### src/rtl/assert_macros.svh
// assertion macros shared by the rtl
`ifndef ASSERT_MACROS_SVH
`define ASSERT_MACROS_SVH

`ifndef SYNTH

`define STT_ASSERT(lbl, clk, rst_n, prop, msg) \
    lbl: assert property (@(posedge clk) disable iff (!(rst_n)) (prop)) else $error(msg);

`define STT_ASSERT_ALWAYS(lbl, clk, prop, msg) \
    lbl: assert property (@(posedge clk) (prop)) else $error(msg);

`else

`define STT_ASSERT(lbl, clk, rst_n, prop, msg)

`define STT_ASSERT_ALWAYS(lbl, clk, prop, msg)

`endif

`endif

### src/rtl/stt_pkg.sv
package stt_pkg;

    localparam int SLOTS = 64;
    localparam int IDX_W = (SLOTS > 1) ? $clog2(SLOTS) : 1;
    localparam int CNT_W = $clog2(SLOTS + 1);
    localparam int KEY_W = 32;
    localparam int TMR_W = 24;
    localparam logic [TMR_W-1:0] TIMEOUT_RESET = 24'd30000;

    localparam int IN_W  = 72;
    localparam int OUT_W = 80;

    typedef enum logic [1:0] {
        FN_REG   = 2'd0,
        FN_UNREG = 2'd1,
        FN_TICK  = 2'd2,
        FN_NONE  = 2'd3
    } t_func;

    typedef enum logic [1:0] {
        ST_DONE     = 2'd0,
        ST_FULL     = 2'd1,
        ST_NOTFOUND = 2'd2,
        ST_NOEXP    = 2'd3
    } t_status;

    typedef struct packed {
        t_func             func;
        logic [KEY_W-1:0]  tkey;
        logic [KEY_W-1:0]  skey;
        logic [TMR_W-1:0]  timeout;
    } t_cmd;

    // search token walking the slot chain
    typedef struct packed {
        logic              valid;
        logic              hit;
        logic [IDX_W-1:0]  idx;
        logic [KEY_W-1:0]  thread;
        logic [KEY_W-1:0]  socket;
    } t_link;

endpackage

### src/rtl/stt_cell.sv
module stt_cell
    import stt_pkg::*;
(
    input  logic             i_clk,
    input  logic             i_rst_n,
    input  t_cmd             i_cmd,
    input  logic             i_dec,
    input  logic [IDX_W-1:0] i_idx,
    input  t_link            i_link,
    output t_link            o_link
);

    logic             r_valid;
    logic [KEY_W-1:0] r_thread;
    logic [KEY_W-1:0] r_socket;
    logic [TMR_W-1:0] r_timer;
    t_link            r_link;

    logic  w_cond;
    logic  w_take;
    t_link n_link;

    always_comb begin
        case (i_cmd.func)
            FN_REG:   w_cond = !r_valid;
            FN_UNREG: w_cond = r_valid && (r_thread == i_cmd.tkey);
            FN_TICK:  w_cond = r_valid && (r_timer == '0);
            default:  w_cond = 1'b0;
        endcase
    end

    assign w_take = i_link.valid && !i_link.hit && w_cond;

    always_comb begin
        n_link = i_link;
        if (w_take) begin
            n_link.hit = 1'b1;
            n_link.idx = i_idx;
            if (i_cmd.func == FN_TICK) begin
                n_link.thread = r_thread;
                n_link.socket = r_socket;
            end
        end
    end

    always_ff @(posedge i_clk) begin
        if (!i_rst_n) begin
            r_valid <= 1'b0;
            r_link  <= '0;
        end else begin
            r_link <= n_link;
            if (w_take) begin
                r_valid <= (i_cmd.func == FN_REG);
            end
        end
    end

    always_ff @(posedge i_clk) begin
        if (w_take && (i_cmd.func == FN_REG)) begin
            r_thread <= i_cmd.tkey;
            r_socket <= i_cmd.skey;
            r_timer  <= i_cmd.timeout;
        end else if (i_dec && (i_cmd.func == FN_TICK) && r_valid && (r_timer != '0)) begin
            r_timer <= r_timer - 1'b1;
        end
    end

    assign o_link = r_link;

endmodule

### config.mk
export PLATFORM = sky130hd
export DESIGN_NAME = stt_cell
export DESIGN_NICKNAME = d
export VERILOG_FILES = /design/src/rtl/assert_macros.svh /design/src/rtl/stt_pkg.sv /design/src/rtl/stt_cell.sv
export SDC_FILE = /design/constraint.sdc
export NUM_CORES = 1
export LEC_CHECK = 0
export ABC_CLOCK_PERIOD_IN_PS = 2900
export BUFFER_PORTS_ARGS = -buffer_cell sky130_fd_sc_hd__buf_2
export CORE_MARGIN = 2
export CORE_UTILIZATION = 46
export CTS_BUF_LIST = sky130_fd_sc_hd__clkbuf_8
export CTS_CLUSTER_DIAMETER = 200
export DETAILED_ROUTE_END_ITERATION = 12
export PLACE_DENSITY = 0.78
export SLEW_MARGIN = 20
export SYNTH_ARGS = -nofsm -noshare
export SYNTH_HDL_FRONTEND = slang
export SYNTH_SLANG_ARGS = --single-unit
### constraint.sdc
create_clock -name i_clk -period 2.9 [get_ports i_clk]
set_input_delay 0.145 -clock i_clk [delete_from_list [all_inputs] [get_ports i_clk]]
set_output_delay 0.145 -clock i_clk [all_outputs]
set_load 0.02 [all_outputs]
==> key figures <==
Clock network
  • Num CTS Buffers: 17
  • Clock transition at the registers of the reported paths: 90 ps
  • Root Driver: clkbuf_8
  • H-tree levels: 4
  • CTS tree: done
  • Clk sink count: 161
  • Skew-Pair Late Insertion Delay: 460 ps
  • Bufs on Longest Clock Path: 2

Placement
  • Placer Congestion: 0.788
  • Dpl hpwl: 11400 um
  • Input/output buffers: 242

Floorplanning
  • I/O Pins: 243
  • Row cnt: 43
  • Die Width: 124 um
  • Core area: 14000 um2
  • Chip height: 124 um
  • Starting Density: 0.475
  • Total die area: 15400 um2

Power and ir drop
  • Total power: 4.83 mW
  • Switch Pwr: 1.23 mW
  • Power Density: 478 nW/um2
  • Internal power: 3.60 mW
  • Switch share: 0.255
  • Clk pwr share: 0.345
  • Pleak: 4.38 nW
  • Sequential share of power: 0.519
  • Max VDD drop: 0.400 mV
  • Gate power share: 0.136

Hold path
  • HP Class: input port to flip-flop

Worst setup path
  • Slowest cell on crit path: a211oi_2
  • Worst EP required: 3290 ps
  • Worst-case register-to-register setup slack: 130 ps
  • CP bufs+invs: 2
  • Worst Reg2Reg Path Length in Cells: 8
  • Cell chain of the critical path: inv_1 > ha_1 > nand4b_1 > nor3_4 > and3_1 > a211oi_2 > mux2i_1 > dlygate4sd3_1
  • WP depth: 8
  • Largest stage delay, worst path: 670 ps
  • Setup CP Type: flip-flop to flip-flop
  • Worst Setup SP: r_timer[0]
  • Crit path max-delay family: buffers and inverters
  • R2R Path Start: r_timer[0]
  • Worst Setup End Kind: flip-flop
  • Worst Path Max Fanout: 7
  • CP startpoint kind: flip-flop
  • Reg-to-reg endpoint: o_link[66]
  • Critical path arrival: 3160 ps
  • Crit path capture: o_link[66]

Yosys
  • Yosys warns: 0
  • Ys flop type: edfxtp_1
  • Number of synthesized flops with an enable pin: 88
  • Mapped Cells: 570
  • Synth Area per Inst: 11.7 um2
  • Share of the synthesized area in the top cell type: 0.398
  • Top post-synthesis cells by count: edfxtp_1, nand2_1, dfxtp_1
  • Most frequent cell after synthesis: edfxtp_1
  • Dominant cells by area after synthesis: edfxtp_1, dfxtp_1, nand3_1
  • #FFs+latches synth: 161
  • Synth Cell Area: 6650 um2
  • Syn nets: 746
  • Seq/Total Area, Yosys: 0.617
  • Library cells used by synthesis: 42
  • Async S/R FF share, synth: 0
  • Leading area contributor after synthesis: edfxtp_1

STA
  • Final setup fails: 0
  • Final hold vios: 0
  • Tightest Pin Transition: 787 ps
  • Max_slew headroom: 0.474
  • Post-route minimum period: 2770 ps
  • Max-slew violations: 0
  • Final setup TNS: 0 ps
  • Peak Freq: 361 MHz
  • Unrepaired setup endpoints after global routing: no
  • Tcrit/Tclk final: 0.954
  • Clock skew: 18.3 ps

Cells and area
  • FF/Latch Area: 4100 um2
  • Area grow syn2layout: 52.2%
  • Layout cells sized above 1: 0.320
  • Filler Cells Inserted: 898
  • # nets final: 1148
  • Area of the multi-input gates: 2340 um2

GRT
  • GRT overflow: 0
  • Vias in the first global route: 6298
  • Number of antenna violations at the first check in global routing: 1
  • Largest net degree at the start of global routing: 87
  • Gr usage total: 0.272
  • First-pass GRT wire length: 33000 um

Outcome
  • Status: finished, final reports clean

Routing
  • Via density: 5.21
  • 1st-iter DRT viols: 501
  • WL per Instance: 18.2 um
  • Post-route DRC: 0
  • Routed vias: 6068
  • Final wirelength: 21200 um
  • DRT Pass-1 Iters: 5
  • Antenna-violating nets left: 0

Job
  • Max Cap Viol: 0
## power by group through the flow
stage                     sequential (mW)  combinational (mW)  clock (mW)
after global placement               2.55               0.439           0
after CTS                            2.50               0.626        1.68
after floorplan                      2.63               0.150           0
after global routing                 2.52               0.700        1.79
final                                2.51               0.657        1.67
after detailed placement             2.56               0.447           0
## registers in the layout, summed over array words and instances, names as in the netlist
register	count
r_socket	32
r_timer	24
r_thread	32
o_link	72
r_valid	1
## how the worst min path moves through the flow
stage / start / end / slack (ps) / depth (start not counted)
floorplan: i_cmd[24] / r_socket[0] / 240 / 0
global placement: i_cmd[33] / r_socket[9] / 320 / 1
detailed placement: i_cmd[53] / r_socket[29] / 320 / 1
CTS: i_cmd[1] / r_timer[1] / 4 / 3
global route: i_cmd[1] / r_timer[1] / 30 / 3
finish: i_cmd[1] / r_timer[1] / 70 / 3
## area by class of cell
class / count / share of cell area
sequential: 161 / 0.406
timing repair buffer: 418 / 0.299
multi-input combinational: 367 / 0.232
clock buffer: 17 / 0.0231
tap: 180 / 0.0223
clock inverter: 14 / 0.0155
inverter: 7 / 0.00260
antenna: 1 / 0.000247
## metal layers
metal | share of wire | up-vias | global-route usage
met5 | 0 | - | 0
met4 | 0.031 | 0 | 0.108
met3 | 0.070 | 59 | 0.0688
met2 | 0.52 | 313 | 0.486
met1 | 0.38 | 2878 | 0.310
li1 | - | 2818 | -
## layout by cell type (no fill, tap or decap), types with 3 or more instances in the layout
cell	synthesis	final
nor2_1	11	11
mux2i_1	8	8
buf_12	2	6
inv_6	0	4
dfxtp_1	73	73
buf_2	1	241
and2_1	3	3
buf_4	0	5
o21ai_0	51	50
o21ai_1	16	15
xnor2_1	15	15
xor2_1	37	37
nand2_1	86	86
nand3_1	69	69
nand4b_1	4	4
nor3_1	7	6
edfxtp_1	88	88
mux2_4	18	18
ha_1	5	5
mux2_2	5	5
dlygate4sd3_1	0	165
inv_1	7	8
clkbuf_8	0	17
nor4_1	10	10
## per-stage QoR
stage / hold WS (ps) / worst slack [ps] / std cells / cell area [um2] / util
floorplan: 244 / 42.6 / 570 / 6650 / -
CTS: 4.41 / 38.7 / 1164 / 10100 / 0.722
detailed placement: 324 / 66.5 / 968 / 8060 / 0.576
global placement: 322 / 125 / 968 / 8060 / 0.576
finish: 71.2 / 132 / 1165 / 10100 / 0.723
global route: 33.7 / 3.80 / 1165 / 10100 / 0.723
## tightest hold or removal path: cells and delay by family
family | cells | cell delay, ps
buffers and inverters | 2 | 130
multiplexers | 1 | 120
## logic make-up after synthesis
family	share of synthesized area
multiplexers	0.0612
flip-flops	0.617
adder cells (fa/ha/maj)	0.00941
buffers and inverters	0.0345
AO/OA/AOI/OAI	0.0608
AND/OR/NAND/NOR	0.148
XOR/XNOR	0.0685
## timing repair
action	4_1_cts	5_1_grt
buffers inserted	0	0
endpoints found under the hold margin	159	0
setup endpoints to repair	0	43
resized for setup	0	2
hold buffers	165	0
No activity file was read; power rests on OpenSTA's default activity.
